### src/sv/fade_curve_gain_unit_defines.svh
// assertion macros for the fade curve gain unit
`ifndef FADE_CURVE_GAIN_UNIT_DEFINES_SVH
`define FADE_CURVE_GAIN_UNIT_DEFINES_SVH

`ifndef ASSERT_OFF
`define FCG_ASSERT(lbl, prop, msg) \
  lbl: assert property (@(posedge clk) disable iff (!rst_n) prop) else $error(msg);
`define FCG_ASSERT_RST(lbl, prop, msg) \
  lbl: assert property (@(posedge clk) prop) else $error(msg);
`else
`define FCG_ASSERT(lbl, prop, msg)
`define FCG_ASSERT_RST(lbl, prop, msg)
`endif

`endif

### src/sv/fcg_pkg.sv
// shared constants, types, sine table and q15 multiply for the fade curve gain unit
package fcg_pkg;

  localparam int LENGTH_BITS     = 24;
  localparam int Q_BITS          = 16;
  localparam int DIV_BITS        = LENGTH_BITS + 1;
  localparam int NUM_BITS        = LENGTH_BITS + Q_BITS + 1;
  localparam int SINE_DEPTH_LOG2 = 10;
  localparam int SINE_DEPTH      = 1 << SINE_DEPTH_LOG2;
  localparam int SINE_IDX_BITS   = SINE_DEPTH_LOG2 + 1;
  localparam int FRAC_SHIFT      = 15 - SINE_DEPTH_LOG2;

  localparam logic [15:0] Q15_ONE = 16'h8000;

  localparam logic CFG_CURVE_KIND = 1'b0;
  localparam logic CFG_BEND       = 1'b1;

  localparam logic [1:0] CURVE_LINEAR = 2'd0;
  localparam logic [1:0] CURVE_EQ_POW = 2'd1;
  localparam logic [1:0] CURVE_SMOOTH = 2'd2;
  localparam logic [1:0] CURVE_BEND   = 2'd3;

  typedef struct packed {
    logic short_fade;
    logic rising;
    logic at_end;
  } fcg_side_t;

  typedef logic [15:0] sine_tab_t [0:SINE_DEPTH];

  // quarter-wave sine, taylor series through x^13 in q2.30
  function automatic sine_tab_t build_sine();
    sine_tab_t   tab;
    logic [63:0] x;
    logic [63:0] x2;
    logic [63:0] r;
    logic [63:0] s;
    for (int k = 0; k <= SINE_DEPTH; k++) begin
      x  = (64'(k) * 64'd1686629713 + 64'(SINE_DEPTH / 2)) / 64'(SINE_DEPTH);
      x2 = (x * x) >> 30;
      r  = 64'd1 << 30;
      r  = (64'd1 << 30) - ((x2 * r) >> 30) / 64'd156;
      r  = (64'd1 << 30) - ((x2 * r) >> 30) / 64'd110;
      r  = (64'd1 << 30) - ((x2 * r) >> 30) / 64'd72;
      r  = (64'd1 << 30) - ((x2 * r) >> 30) / 64'd42;
      r  = (64'd1 << 30) - ((x2 * r) >> 30) / 64'd20;
      r  = (64'd1 << 30) - ((x2 * r) >> 30) / 64'd6;
      s  = (x * r) >> 30;
      s  = (s + 64'd16384) >> 15;
      tab[k] = (s > 64'd32768) ? Q15_ONE : s[15:0];
    end
    return tab;
  endfunction

  localparam sine_tab_t SINE_TAB = build_sine();

  // rounded q1.15 product, saturated at unity
  function automatic logic [15:0] q15_mul(logic [16:0] a, logic [16:0] b);
    logic [34:0] p;
    p = 35'(a) * 35'(b) + 35'd16384;
    p = p >> 15;
    return (p > 35'd32768) ? Q15_ONE : p[15:0];
  endfunction

endpackage

### src/sv/fcg_div_cell.sv
// one restoring-divide cell: resolves one quotient bit and hands on to the next
module fcg_div_cell (
  input  logic                             clk,
  input  logic                             rst_n,
  input  logic                             en,
  input  logic                             in_valid,
  input  logic [fcg_pkg::DIV_BITS-1:0]     in_rem,
  input  logic [fcg_pkg::DIV_BITS-1:0]     in_div,
  input  logic [fcg_pkg::Q_BITS-1:0]       in_low,
  input  logic [fcg_pkg::Q_BITS-1:0]       in_quo,
  input  fcg_pkg::fcg_side_t               in_side,
  output logic                             out_valid,
  output logic [fcg_pkg::DIV_BITS-1:0]     out_rem,
  output logic [fcg_pkg::DIV_BITS-1:0]     out_div,
  output logic [fcg_pkg::Q_BITS-1:0]       out_low,
  output logic [fcg_pkg::Q_BITS-1:0]       out_quo,
  output fcg_pkg::fcg_side_t               out_side
);

  logic                           valid_r;
  logic [fcg_pkg::DIV_BITS-1:0]   rem_r, rem_nxt;
  logic [fcg_pkg::DIV_BITS-1:0]   div_r;
  logic [fcg_pkg::Q_BITS-1:0]     low_r, low_nxt;
  logic [fcg_pkg::Q_BITS-1:0]     quo_r, quo_nxt;
  fcg_pkg::fcg_side_t             side_r;
  logic [fcg_pkg::DIV_BITS:0]     trial;
  logic                           ge;

  always_comb begin
    trial   = {in_rem, in_low[fcg_pkg::Q_BITS-1]};
    ge      = (trial >= {1'b0, in_div});
    rem_nxt = ge ? fcg_pkg::DIV_BITS'(trial - {1'b0, in_div})
                 : fcg_pkg::DIV_BITS'(trial);
    low_nxt = {in_low[fcg_pkg::Q_BITS-2:0], 1'b0};
    quo_nxt = {in_quo[fcg_pkg::Q_BITS-2:0], ge};
  end

  always_ff @(posedge clk) begin
    if (!rst_n) begin
      valid_r <= 1'b0;
    end else if (en) begin
      valid_r <= in_valid;
    end
  end

  always_ff @(posedge clk) begin
    if (en) begin
      rem_r  <= rem_nxt;
      div_r  <= in_div;
      low_r  <= low_nxt;
      quo_r  <= quo_nxt;
      side_r <= in_side;
    end
  end

  assign out_valid = valid_r;
  assign out_rem   = rem_r;
  assign out_div   = div_r;
  assign out_low   = low_r;
  assign out_quo   = quo_r;
  assign out_side  = side_r;

endmodule

### config.mk
export PLATFORM = sky130hd
export DESIGN_NAME = fcg_div_cell
export DESIGN_NICKNAME = d
export VERILOG_FILES = /design/src/sv/fade_curve_gain_unit_defines.svh /design/src/sv/fcg_pkg.sv /design/src/sv/fcg_div_cell.sv
export SDC_FILE = /design/constraint.sdc
export NUM_CORES = 1
export LEC_CHECK = 0
export BUFFER_PORTS_ARGS = -buffer_cell sky130_fd_sc_hd__buf_4
export CAP_MARGIN = 40
export CORE_MARGIN = 5
export CORE_UTILIZATION = 49
export DETAILED_ROUTE_END_ITERATION = 10
export HOLD_SLACK_MARGIN = 0.05
export MAX_ROUTING_LAYER = met4
export PLACE_DENSITY_LB_ADDON = 0.25
export SYNTH_ARGS = -nofsm -noshare
export SYNTH_HDL_FRONTEND = slang
export SYNTH_SLANG_ARGS = --single-unit
### constraint.sdc
create_clock -name clk -period 4.9 [get_ports clk]
set_input_delay 0.98 -clock clk [delete_from_list [all_inputs] [get_ports clk]]
set_output_delay 0.98 -clock clk [all_outputs]
set_load 0.02 [all_outputs]
==> summary.md <==
| Metric | Value |
|---|---|
| Setup TNS | 0 ns |
| Post-DR vias/cell | 5.348 |
| Worst Path Buf+Inv | 4 |
| Clk root buf | clkbuf_8 |
| Skew final | 0 ns |
| Syn Nets | 454 |
| Grt total ovfl | 0 |
| Routed wire per std cell | 18.75 um |
| Post-synthesis cell area | 4380 um^2 |
| Main combinational cell family by area after synthesis | compound AO/OA/AOI/OAI gates |
| Synthesized flop and latch total | 85 |
| Fmax | 254.5 MHz |
| CP Class | in2reg |
| Routed WL | 11760 um |
| Startpoint Class | primary input |
| Synth cell types | 55 |
| Worst r2r path cells | 2 |
| TritonCTS Sinks | 85 |
| Post-synthesis xor/xnor area fraction | 4.399% |
| Cell Chain, Critical Path | buf_4 -> inv_1 -> ha_1 -> inv_1 -> fa_1 -> a21o_1 -> a311o_1 -> nor2b_4 -> a2111o_1 -> and3_1 -> nor2_8 -> inv_4 -> mux2_4 |
| Cell taking the most area after synthesis | edfxtp_1 |
| CTS max path bufs | 2 |
| Required @ worst endpoint | 5.00 ns |
| Width of the die | 104.6 um |
| CP max stage cell | a2111o_1 |
| FILL cells | 666 |
| Delay-heaviest family, CP | compound AO/OA/AOI/OAI gates |
| TritonCTS clock tree | done |
| Most numerous cell in the Yosys netlist | edfxtp_1 |
| Max incr delay on CP | 0.45 ns |
| Post-CTS Hold Buffers | 0 |
| Synth cell count leaders | 84 x edfxtp_1, 30 x inv_1, 27 x a21oi_1, 25 x ha_1, 19 x xnor2_1 |
| Area of the die | 10930 um^2 |
| Pwr Density | 328.6 nW/um^2 |
| CP max FO | 24 |
| Top cells by area, synth | edfxtp_1 58%, ha_1 7.1%, mux2_4 4.1%, xnor2_1 3.8%, a21oi_1 3.1% |
| Fraction of layout cells with a size suffix above 1 | 41.43% |
| Hold Crit Class | reg2reg |
| Clock Latency Late Sink | 0.35 ns |
| Hpwl dp | 9226 um |
| Final Cycle Share | 80.19% |
| Synth Area in Compound Gates | 11.14% |
| Post-CTS resize count | 0 |
| Most used cell, CP | inv_1 |
| RSZ-0062 raised after global routing | false |
| DR iter-0 viols | 157 |
| Row Count | 34 |
| Initial antenna violation count | 0 |
| Maximum Capacitance Violations | 0 |
| Register area share after synthesis | 58.04% |
| Setup violators final | 0 |
| Cells after synthesis | 339 |
| Number of global-route vias before repair | 3474 |
| Max-slew violation count | 0 |
| Largest net degree at the start of global routing | 54 |
| First-pass GRT wire length | 18200 um |
| Area grow syn2layout | 36.13% |
| Final Critical Period | 3.930 ns |
| Ys flop type | edfxtp_1 |
| Slew margin rel. | 52.22% |
| Asr flop ratio synth | 0% |
| Die Height | 104.6 um |
| Hold path depth | 2 |
| Status | complete, no violations |
| Syn avg cell area | 12.92 um^2 |
| Syn. warnings | 0 |
| H-Tree Depth | 3 |
| Final Hold Fails | 0 |
| Residual DRC | 0 |
| IO buf count | 172 |
| Peak supply drop | 0.1817 mV |
| Vias | 3353 |
| I/O pins | 175 |
| Top-area cell type share of the netlist area | 57.58% |
| CP Capture Type | flip-flop |
| P_leak | 0.002655 uW |
| Core Footprint | 8721 um^2 |
| Total setup buffers inserted after CTS | 0 |
| Global placement routability congestion | 0.8537 |
| EDFF count, synth | 84 |
| 1st-pass router iterations | 4 |
| N_diodes | 0 |
| Initial Util | 50.23% |
| Final ANT Viol Nets | 0 |
| Worst Max-Slew Pin Slew | 0.7093 ns |
| GRT Overall Usage | 21.56% |
| Stages on the worst setup path | 13 |
| Simple-gate share of the synthesized area | 8.512% |
| Nets | 629 |
| Mux contribution to synthesized area | 5.855% |
| Clock buffer count from CTS | 9 |
| Fin util | 68.38% |
| Clock transition at path regs | 0.10 ns |
| Synth Area in Adders | 7.598% |
| Worst endpoint data arrival time | 4.03 ns |
-- flip-flops by register name, summed over array words and instances (netlist names) --
register,count
out_quo,16
out_div,25
out_low,15
out_rem,25
out_side,3
out_valid,1
-- worst paths after layout --
kind	start	endpoint	slack, ns
setup / recovery	in_low[15]	out_rem[20]$_DFFE_PP_	0.97
hold / removal	out_valid$_SDFFE_PN0P_	out_valid$_SDFFE_PN0P_	0.55
setup reg to reg	out_valid$_SDFFE_PN0P_	out_valid$_SDFFE_PN0P_	4.29
hold reg to reg	out_valid$_SDFFE_PN0P_	out_valid$_SDFFE_PN0P_	0.55
-- power breakdown --
part	switching [uW]	internal, uW	leakage, uW
clock network	290	198	0.0000988
registers	20.1	889	0.000831
logic	299	263	0.00173
total	609	1350	0.00265
-- placed cells by master (no fill, tap or decap), drive strengths merged, types with 5 or more instances in the layout --
cell	netlist	layout
buf	5	175
mux2	17	17
a21oi	27	27
edfxtp	84	84
nand4	5	5
clkbuf	6	9
inv	31	37
ha	25	25
nor2	13	13
xnor2	19	19
a21o	7	7
nor3	13	13
nor2b	5	5
o21ai	10	10
nand2	14	14
a211oi	5	5
-- metal layers --
| layer | vias to the layer above | share of wire, % | GRT usage (%) | wire length, um |
|---|---|---|---|---|
| li1 | 1616 | - | - | - |
| met1 | 1590 | 42 | 26.59 | 4977 |
| met2 | 145 | 50 | 36.06 | 5838 |
| met3 | 2 | 7.7 | 5.055 | 903 |
| met4 | 0 | 0.31 | 5.088 | 36 |
| met5 | - | 0 | - | 0 |
-- layout make-up --
cell class / count / area [um^2] / share of cell area, %
inverter: 31 / 118.9 / 1.993
tap: 108 / 135.1 / 2.266
timing repair buffer: 175 / 1334 / 22.37
sequential: 85 / 2542 / 42.64
clock buffer: 9 / 123.9 / 2.077
clock inverter: 7 / 62.56 / 1.049
multi-input combinational: 212 / 1647 / 27.61
-- metrics by stage --
stage / instances / total power [uW] / hold slack (ns) / setup slack, ns / area, um^2
floorplan: 339 / 1249 / 0.5893 / 1.108 / 4380
global placement: 610 / 1476 / 0.5074 / 0.6567 / 5749
detailed placement: 611 / 1490 / 0.5360 / 0.6153 / 5777
CTS: 627 / 1971 / 0.5575 / 0.9810 / 5963
global route: 627 / 2048 / 0.5994 / 0.8642 / 5963
finish: 627 / 1960 / 0.5454 / 0.9704 / 5963
-- cells by family (layout without fill, tap and decap cells) --
family                     count (synthesis)  after routing
other                                      1              1
xor gates and xnor gates                  22             22
and+or+nand+nor                           69             69
AOI/OAI and AO/OA                         75             75
adders and majority gates                 26             26
DFF                                       85             85
muxes                                     19             19
buffers and inverters                     42            222
-- worst register-to-register path: stages, from the launching register on --
cell     delay, ns
dfxtp_1       0.33
mux2i_1       0.13
nor2b_1       0.06
No activity file was read; power rests on OpenSTA's default activity.
